[src/rtl/core/crfe_pkg.sv]
// Shared types, codes and constants of the clipped rectangle fill engine.
`timescale 1ns / 1ps

package crfe_pkg;

	localparam int DEF_MAX_WIDTH  = 256;
	localparam int DEF_MAX_HEIGHT = 256;

	localparam int COORD_W    = 16;  // signed rectangle corner
	localparam int SIZE_W     = 15;  // rectangle width and height
	localparam int POS_W      = 8;   // read position
	localparam int COLOR_W    = 32;
	localparam int SIZE_REG_W = 9;   // width and height registers
	localparam int CLIP_W     = 18;  // corner plus size without overflow
	localparam int CFG_IDX_W  = 2;
	localparam int CFG_DATA_W = 32;

	localparam logic [SIZE_REG_W-1:0] RESET_SIZE = 9'd256;

	localparam logic [CFG_IDX_W-1:0] REG_WIDTH      = 2'd0;
	localparam logic [CFG_IDX_W-1:0] REG_HEIGHT     = 2'd1;
	localparam logic [CFG_IDX_W-1:0] REG_BACKGROUND = 2'd2;

	typedef enum logic [1:0] {
		KIND_FILL  = 2'd0,
		KIND_GRID  = 2'd1,
		KIND_CLEAR = 2'd2,
		KIND_READ  = 2'd3
	} kind_t;

	typedef enum logic [2:0] {
		ST_SWEEP,
		ST_IDLE,
		ST_SETUP,
		ST_FILL,
		ST_RD_MEM,
		ST_RD_OUT
	} state_t;

	typedef struct packed {
		logic load;
		logic setup;
		logic fill_step;
		logic read_mem;
		logic out_load;
		logic sweep_start;
		logic sweep_step;
	} dp_cmd_t;

	typedef struct packed {
		logic resize_wr;
		logic span_ok;
		logic is_read;
		logic fill_last;
		logic sweep_last;
		logic out_free;
	} dp_stat_t;

endpackage

[src/rtl/core/crfe_ctrl.sv]
// Sequencer of the fill engine: request intake, fill walk, read and store sweep.
`timescale 1ns / 1ps

module crfe_ctrl (
	input  logic              clk,
	input  logic              arst_n,
	input  logic              in_valid,
	output logic              in_ready,
	input  crfe_pkg::kind_t   kind,
	input  logic              cfg_valid,
	input  crfe_pkg::dp_stat_t stat,
	output crfe_pkg::dp_cmd_t  cmd
);
	import crfe_pkg::*;

	state_t state_q, state_d;

	always_ff @(posedge clk or negedge arst_n) begin
		if (!arst_n) begin
			state_q <= ST_SWEEP;
		end else begin
			state_q <= state_d;
		end
	end

	always_comb begin
		state_d  = state_q;
		cmd      = '0;
		in_ready = 1'b0;
		case (state_q)
			ST_SWEEP: begin
				cmd.sweep_step = 1'b1;
				if (stat.sweep_last) begin
					state_d = ST_IDLE;
				end
			end
			ST_IDLE: begin
				// a register write goes ahead of a request in the same cycle
				in_ready = !cfg_valid;
				if (in_valid && !cfg_valid) begin
					cmd.load = 1'b1;
					if (kind == KIND_CLEAR) begin
						cmd.sweep_start = 1'b1;
						state_d         = ST_SWEEP;
					end else begin
						state_d = ST_SETUP;
					end
				end
			end
			ST_SETUP: begin
				cmd.setup = 1'b1;
				if (stat.is_read) begin
					state_d = ST_RD_MEM;
				end else if (stat.span_ok) begin
					state_d = ST_FILL;
				end else begin
					state_d = ST_IDLE;
				end
			end
			ST_FILL: begin
				cmd.fill_step = 1'b1;
				if (stat.fill_last) begin
					state_d = ST_IDLE;
				end
			end
			ST_RD_MEM: begin
				cmd.read_mem = 1'b1;
				state_d      = ST_RD_OUT;
			end
			ST_RD_OUT: begin
				// hold until the output register is free
				if (stat.out_free) begin
					cmd.out_load = 1'b1;
					state_d      = ST_IDLE;
				end
			end
			default: begin
				state_d = ST_IDLE;
			end
		endcase
		// resize refills the whole store, restarting any sweep under way
		if (stat.resize_wr) begin
			cmd.sweep_start = 1'b1;
			state_d         = ST_SWEEP;
		end
	end

endmodule

[config.mk]
export PLATFORM = sky130hd
export DESIGN_NAME = crfe_ctrl
export DESIGN_NICKNAME = d
export VERILOG_FILES = /design/src/rtl/core/crfe_pkg.sv /design/src/rtl/core/crfe_ctrl.sv
export SDC_FILE = /design/constraint.sdc
export NUM_CORES = 1
export LEC_CHECK = 0
export ABC_AREA = 1
export BUFFER_PORTS_ARGS = -buffer_cell sky130_fd_sc_hd__buf_2
export CAP_MARGIN = 20
export CORE_AREA = 4 4 41 43
export CTS_BUF_LIST = sky130_fd_sc_hd__clkbuf_8 sky130_fd_sc_hd__clkbuf_16
export CTS_CLUSTER_DIAMETER = 80
export DETAILED_ROUTE_END_ITERATION = 10
export DIE_AREA = 0 0 45 47
export SETUP_SLACK_MARGIN = 0.02
export SYNTH_ARGS = -nofsm -noshare
export SYNTH_HDL_FRONTEND = slang
export SYNTH_SLANG_ARGS = --single-unit
[constraint.sdc]
create_clock -name clk -period 1.1 [get_ports clk]
set_input_delay 0.11 -clock clk [delete_from_list [all_inputs] [get_ports clk]]
set_output_delay 0.11 -clock clk [all_outputs]
set_load 0.02 [all_outputs]
Yosys cells after proc, flatten, opt, wreduce, memory -nomap -nowiden:

Index checks and enable logic that the tools add are counted.

* bits in registers: 3
* input bits: 12
* output and inout port bits: 8
* word-level logic and storage cells: 37

* equality and inequality tests: 10
* mux-type cells: 22
* reductions and logical operators: 4

Operator list (number)
* $mux W3: 6
* $pmux W3 S6: 1
* $mux W1: 13
* $ne A3 B3 Y1 const B: 4
* $eq A3 B2 Y1 const B: 2
* $eq A3 B3 Y1 const B: 2
* $mux W2: 2
* $reduce_and A4 Y1: 1
* $eq A3 B1 Y1 const B: 1
* $logic_not A3 Y1: 1
* $eq A2 B2 Y1 const B: 1
* $logic_and A1 B1 Y1: 1
* $logic_not A1 Y1: 1

Logic depth before layout (Yosys ltp):

Gate-level depths: netlist of the first run.

* depth in word-level cells: 5
* depth in mapped cells: 8
* depth with buffers taken out: 8

Worst setup path after synthesis of the first run:

No wires, ideal clock.

* kind: register to output
* start: register state_q[1]
* end: output cmd[1] (netlist bit)
* arrival: 1194 ps
* data required time: 990 ps
* slack: -204 ps
* stages on the path, launching flop included: 4
* path buffers: 0
* cells stage by stage: dfrtp_1 -> inv_2 -> nand3_2 -> o31ai_1

RTL lines
* from (decl): RTL line crfe_ctrl.sv:16 `state_t state_q, state_d;`
* from (signal assigned): RTL line crfe_ctrl.sv:22 `state_q <= state_d;`
* to (decl): RTL line crfe_ctrl.sv:12 `output crfe_pkg::dp_cmd_t cmd`

==> impl_metrics.py, run 1 <==
metrics = {
    "timing": {
        "fin_ws_ps": -208.8,
        "final-max-slew-violation-count": 0,
        "skew_ps": 4.361,
        "rsz0062_at_grt": "true",
        "worst_pin_slew_ps": 210.5,
        "hold_viol_final": 0,
        "slew_headroom_pct": 85.93,
        "fmax_mhz": 764.1,
        "period_share_pct": 119.0,
        "setup_viol": 11,
        "period_minus_slack_ps": 1309,
    },
    "routing": {
        "wl_um": 1370,
        "drc": 0,
        "num_vias": 536,
        "dr.pass1.iters": 2,
        "ant_nets": 0,
        "wire_per_inst_um": 11.71,
        "vias_per_cell": 4.581,
        "drt_iter0_drc": 8,
    },
    "global_route": {
        "antenna_found_initial": 0,
        "grt_max_degree": 7,
        "overflow": 0,
        "grt_first_pass_wirelength_um": 2325,
        "grt_pass1_vias": 559,
        "track_usage_pct": 15.42,
    },
    "pwr": {
        "ir_drop_mv": 0.7931,
        "leakage_uw": 0.0004161,
        "p_per_area_nw_per_um2": 1829,
    },
    "logic_synthesis": {
        "synth_cell_types": 17,
        "synth_xor_area_share_pct": 0,
        "synth_area_um2": 371.6,
        "syn_avg_cell_area_um2": 5.899,
        "ys_warn_count": 0,
        "netlist_instances": 63,
        "synth_compound_area_share_pct": 7.407,
        "synth_top_family_by_area": "simple AND/OR/NAND/NOR gates",
        "syn_nets": 75,
        "yosysSeqAreaShare_pct": 20.20,
        "synth-seq-cells": 3,
        "synthSimpleGateAreaFrac_pct": 54.55,
        "yosys.area_share.adder_pct": 0,
        "muxShareOfSynthArea_pct": 0,
    },
    "outcome": {
        "violations": "negative setup slack",
        "status": "finished with violations",
    },
    "floorplanning": {
        "dieArea_um2": 2115,
        "die_h_um": 47,
        "rows": 13,
        "start_util_pct": 28.56,
        "die_w_um": 45,
        "core_area_um2": 1301,
        "ios": 20,
    },
    "cts": {
        "clock_path_buffers": 2,
        "cts_tree": "yes",
        "h-tree-depth": 1,
        "cts.sinks": 3,
        "cts_inserted_buffers": 3,
        "root_buffer": "clkbuf_8",
        "cts.clk_slew.worst_paths_ps": 30,
        "clk_latency_ps": 220,
    },
    "setup_path": {
        "crit_path_start_kind": "flop",
        "cp-end-kind": "output port",
        "critPathKind": "reg2out",
        "cp.arrival_ps": 1200,
        "crit_fanout": 5,
        "critical_path_required_ps": 990,
    },
    "flow_run": {
        "max_cap_viol_count": 0,
    },
    "hold_path": {
        "hold_class": "in2reg",
    },
    "layout": {
        "utilization_pct": 57.40,
        "area_growth_pct": 101.0,
        "top_regs": "state_q x3",
        "fin_nets": 115,
        "top_register": "state_q",
        "drive_above_1_share_pct": 58.82,
        "multiInputGateArea_um2": 284.0,
        "n_fill_cell": 137,
        "largest_reg_flops": 3,
        "num_antenna_cells": 0,
        "seq_area_um2": 76.32,
    },
    "place": {
        "dp_hpwl_um": 915.5,
        "io_buffers": 19,
        "gp_congestion": 0.8082,
        "dp_worst_setup_slack_ps": -117.8,
    },
}
## metrics by stage
stage                     instances  total power (uW)  TNS, ps  hold WS, ps  area (um2)
after floorplan                  63             605.3        0       -185.6       385.4
after CTS                       114              1303    -1417        123.8       708.2
after detailed placement        101             731.9   -190.8       -91.74       525.5
final                           117              1366    -1655        129.9       747.0
after global placement          101             718.5   -97.65       -92.50       525.5
after global routing            117              1467    -2233        131.0       747.0
## synthesized netlist by cell type, drive strengths merged
cell type / n / area, um2
a21oi: 2 / 13.76
buf: 1 / 11.26
dfrtp: 3 / 75.07
inv: 14 / 55.05
nand2: 13 / 51.30
nand3: 10 / 65.06
nand3b: 1 / 7.510
nand4: 2 / 12.51
nor2: 15 / 66.31
o22ai: 1 / 6.260
o31ai: 1 / 7.510
## area by class of cell
type / count / area share [%]
Multi-Input combinational cell: 45 / 38.02
Timing Repair Buffer: 36 / 35.85
Sequential cell: 3 / 10.22
Inverter: 14 / 7.370
Clock buffer: 3 / 5.528
Tap cell: 15 / 2.513
Clock inverter: 1 / 0.5025
## routing by layer
metal / wire length [um] / track usage, %
met5: 0 / 0
met4: 59 / 14.04
met3: 46 / 1.916
met2: 733 / 27.40
met1: 531 / 15.72
## power by group
group	internal (uW)	switching [uW]
Clock	238	83.5
Combinational	402	450
Sequential	141	50.6
Total	782	585
## cells by family (layout without fill, tap and decap cells)
family | Yosys count | in the layout
AND/OR/NAND/NOR | 41 | 41
buffers and inverters | 15 | 54
AO/OA/AOI/OAI | 4 | 4
flip-flops | 3 | 3
## path summary, 6_finish.rpt
| check | start | end | slack, ps | depth (start not counted) |
|---|---|---|---|---|
| worst max-delay path | state_q[1] | cmd[1] | -210 | 4 |
| worst min-delay path | stat[5] | state_q[2] | 130 | 2 |
| min in group asynchronous | arst_n | state_q[0] | 230 | 2 |
| max in group asynchronous | arst_n | state_q[0] | 760 | 2 |
| worst max register to register | state_q[0] | state_q[1] | -190 | 9 |
| worst min register to register | state_q[2] | state_q[1] | 730 | 5 |
## layout by cell type, fill, tap and decap left out, types with 3 or more instances in the layout
master / count
buf_4: 18
buf_2: 11
nand2_1: 10
inv_1: 9
nor2_1: 9
nand3_1: 6
buf_6: 6
inv_2: 5
nor2_2: 4
nand2_2: 3
clkbuf_8: 3
## worst max-delay path, stage by stage, from the launching register on
cell     delay, ps
dfrtp_1        410
inv_2          100
nand3_4        110
o31ai_4        210
buf_6          150
## what timing repair did
item,in CTS,in global routing
pin swaps,3,1
endpoints found under the setup margin,11,11
endpoints found under the hold margin,3,0
hold buffers,1,0
gates cloned,0,0
buffers inserted,8,3
resized for setup,21,4
Note: power is estimated with default switching activity, not from simulation.
==> inputs of run 2 (changes only) <==
--- a/config.mk
+++ b/config.mk
@@ -14,6 +14,7 @@
 export DETAILED_ROUTE_END_ITERATION = 10
 export DIE_AREA = 0 0 45 47
 export SETUP_SLACK_MARGIN = 0.02
+export SKIP_CTS_REPAIR_TIMING = 1
 export SYNTH_ARGS = -nofsm -noshare
 export SYNTH_HDL_FRONTEND = slang
 export SYNTH_SLANG_ARGS = --single-unit
==> run 2 against run 1 <==
  * Clock skew fell by 0.85 ps
  * The flow still finishes with violations (negative setup slack)
  * Setup slack got worse by 2.8 ps
  * Critical path type unchanged
  * Final area fell by 8.4%
  * Power fell by 8.2%
==> impl_metrics.py, run 2 (synthesis results as in run 1) <==
metrics = {
    "outcome": {
        "status": "finished with violations",
        "violations": "negative setup slack",
    },
    "layout": {
        "layoutNonFillerInstCount": 110,
        "top_register": "state_q",
        "drive_above_1_share_pct": 54.74,
        "largest_reg_flops": 3,
        "layout_common_cells": "buf_2, buf_4, nand2_1, nor2_1, inv_1",
        "area_growth_pct": 84.18,
        "num_antenna_cells": 0,
        "top_regs": "state_q x3",
        "fin_nets": 108,
    },
    "hold_path": {
        "hold_class": "in2reg",
        "worstHoldPathCells": 2,
        "hold_end": "state_q[2]",
        "hp-start": "stat[5]",
    },
    "timing": {
        "rsz0062_at_grt": "true",
        "hold_ws_ps": 128.1,
        "period_minus_slack_ps": 1312,
        "skew_ps": 3.506,
        "final-max-slew-violation-count": 0,
        "period_share_pct": 119.2,
        "fin_ws_ps": -211.6,
        "setup_viol": 11,
        "slew_headroom_pct": 85.71,
        "hold_viol_final": 0,
        "setup_tns_ps": -1387,
        "fmax_mhz": 762.4,
        "worst_pin_slew_ps": 214.4,
    },
    "global_route": {
        "grt_max_degree": 9,
        "grt_pass1_vias": 480,
        "overflow": 0,
        "track_usage_pct": 12.81,
        "grt_first_pass_wirelength_um": 1925,
        "antenna_found_initial": 0,
    },
    "routing": {
        "wl_um": 1172,
        "vias_per_cell": 4.500,
        "ant_nets": 0,
        "num_vias": 495,
        "wire_per_inst_um": 10.65,
        "drc": 0,
        "drt_iter0_drc": 3,
        "dr.pass1.iters": 2,
    },
    "setup_path": {
        "r2r_start": "state_q[1]",
        "crit_fanout": 5,
        "reg2reg_depth": 8,
        "cp-end-kind": "output port",
        "crit_path_start_kind": "flop",
        "r2r_slack_ps": -130,
        "reg2reg_to": "state_q[0]",
        "cp.arrival_ps": 1200,
        "critical_path_required_ps": 990,
        "critPathKind": "reg2out",
    },
    "cts": {
        "cts_tree": "yes",
        "clk_latency_ps": 220,
        "h-tree-depth": 1,
        "root_buffer": "clkbuf_8",
        "cts.clk_slew.worst_paths_ps": 30,
        "clock_path_buffers": 2,
        "cts_inserted_buffers": 3,
        "cts.sinks": 3,
    },
    "place": {
        "dp_cells": 101,
        "io_buffers": 19,
        "gp_congestion": 0.8082,
        "dp_hpwl_um": 915.5,
    },
    "pwr": {
        "leakage_uw": 0.0003815,
        "ir_drop_mv": 0.7866,
        "p_per_area_nw_per_um2": 1833,
    },
    "floorplanning": {
        "core_area_um2": 1301,
        "start_util_pct": 28.56,
        "die_h_um": 47,
        "die_w_um": 45,
        "dieArea_um2": 2115,
        "ios": 20,
        "rows": 13,
    },
    "flow_run": {
        "max_cap_viol_count": 0,
    },
}
run 2: critical path: stages, from the launching register on:
cell and delay [ps]:
dfrtp_1 400, inv_2 110, nand3_4 110, o31ai_4 210, buf_6 150
run 2: routing by layer:
layer  wire, um  global-route usage, %  up-vias  share of wire, %
li1           -                      -      260                 -
met1        476                  14.81      219                41
met2        620                  21.47       14                53
met3         50                  1.149        2               4.3
met4         25                  10.53        0               2.1
met5          0                      0        -                 0
run 2: final cells by class:
cell class	count	area, um2
Clock buffer	3	41.29
Clock inverter	1	3.754
Fill cell	147	616.8
Inverter	14	57.56
Multi-Input combinational cell	45	271.5
Sequential cell	3	76.32
Tap cell	15	18.77
Timing Repair Buffer	29	215.2
run 2: through the flow:
stage	total power (uW)	worst slack, ps	instance area (um2)	utilization [%]
floorplan	605.3	17.57	385.4	-
global placement	718.5	-65.06	525.5	40.38
detailed placement	731.9	-117.8	525.5	40.38
CTS	1057	-354.4	570.5	43.85
global route	1359	-261.1	684.4	52.60
finish	1255	-211.6	684.4	52.60
run 2: worst max path at each step:
stage	slack, ps	to	start
global placement	-70	cmd[1]	state_q[0]
floorplan	20	state_q[0]	state_q[0]
finish	-210	cmd[1]	state_q[1]
global route	-260	cmd[1]	state_q[0]
detailed placement	-120	cmd[1]	state_q[0]
CTS	-350	cmd[1]	state_q[0]
run 2: power by group:
part           switching, uW  internal, uW
Combinational            399           330
Clock                   78.8           238
Sequential              67.5           141
Total                    546           709
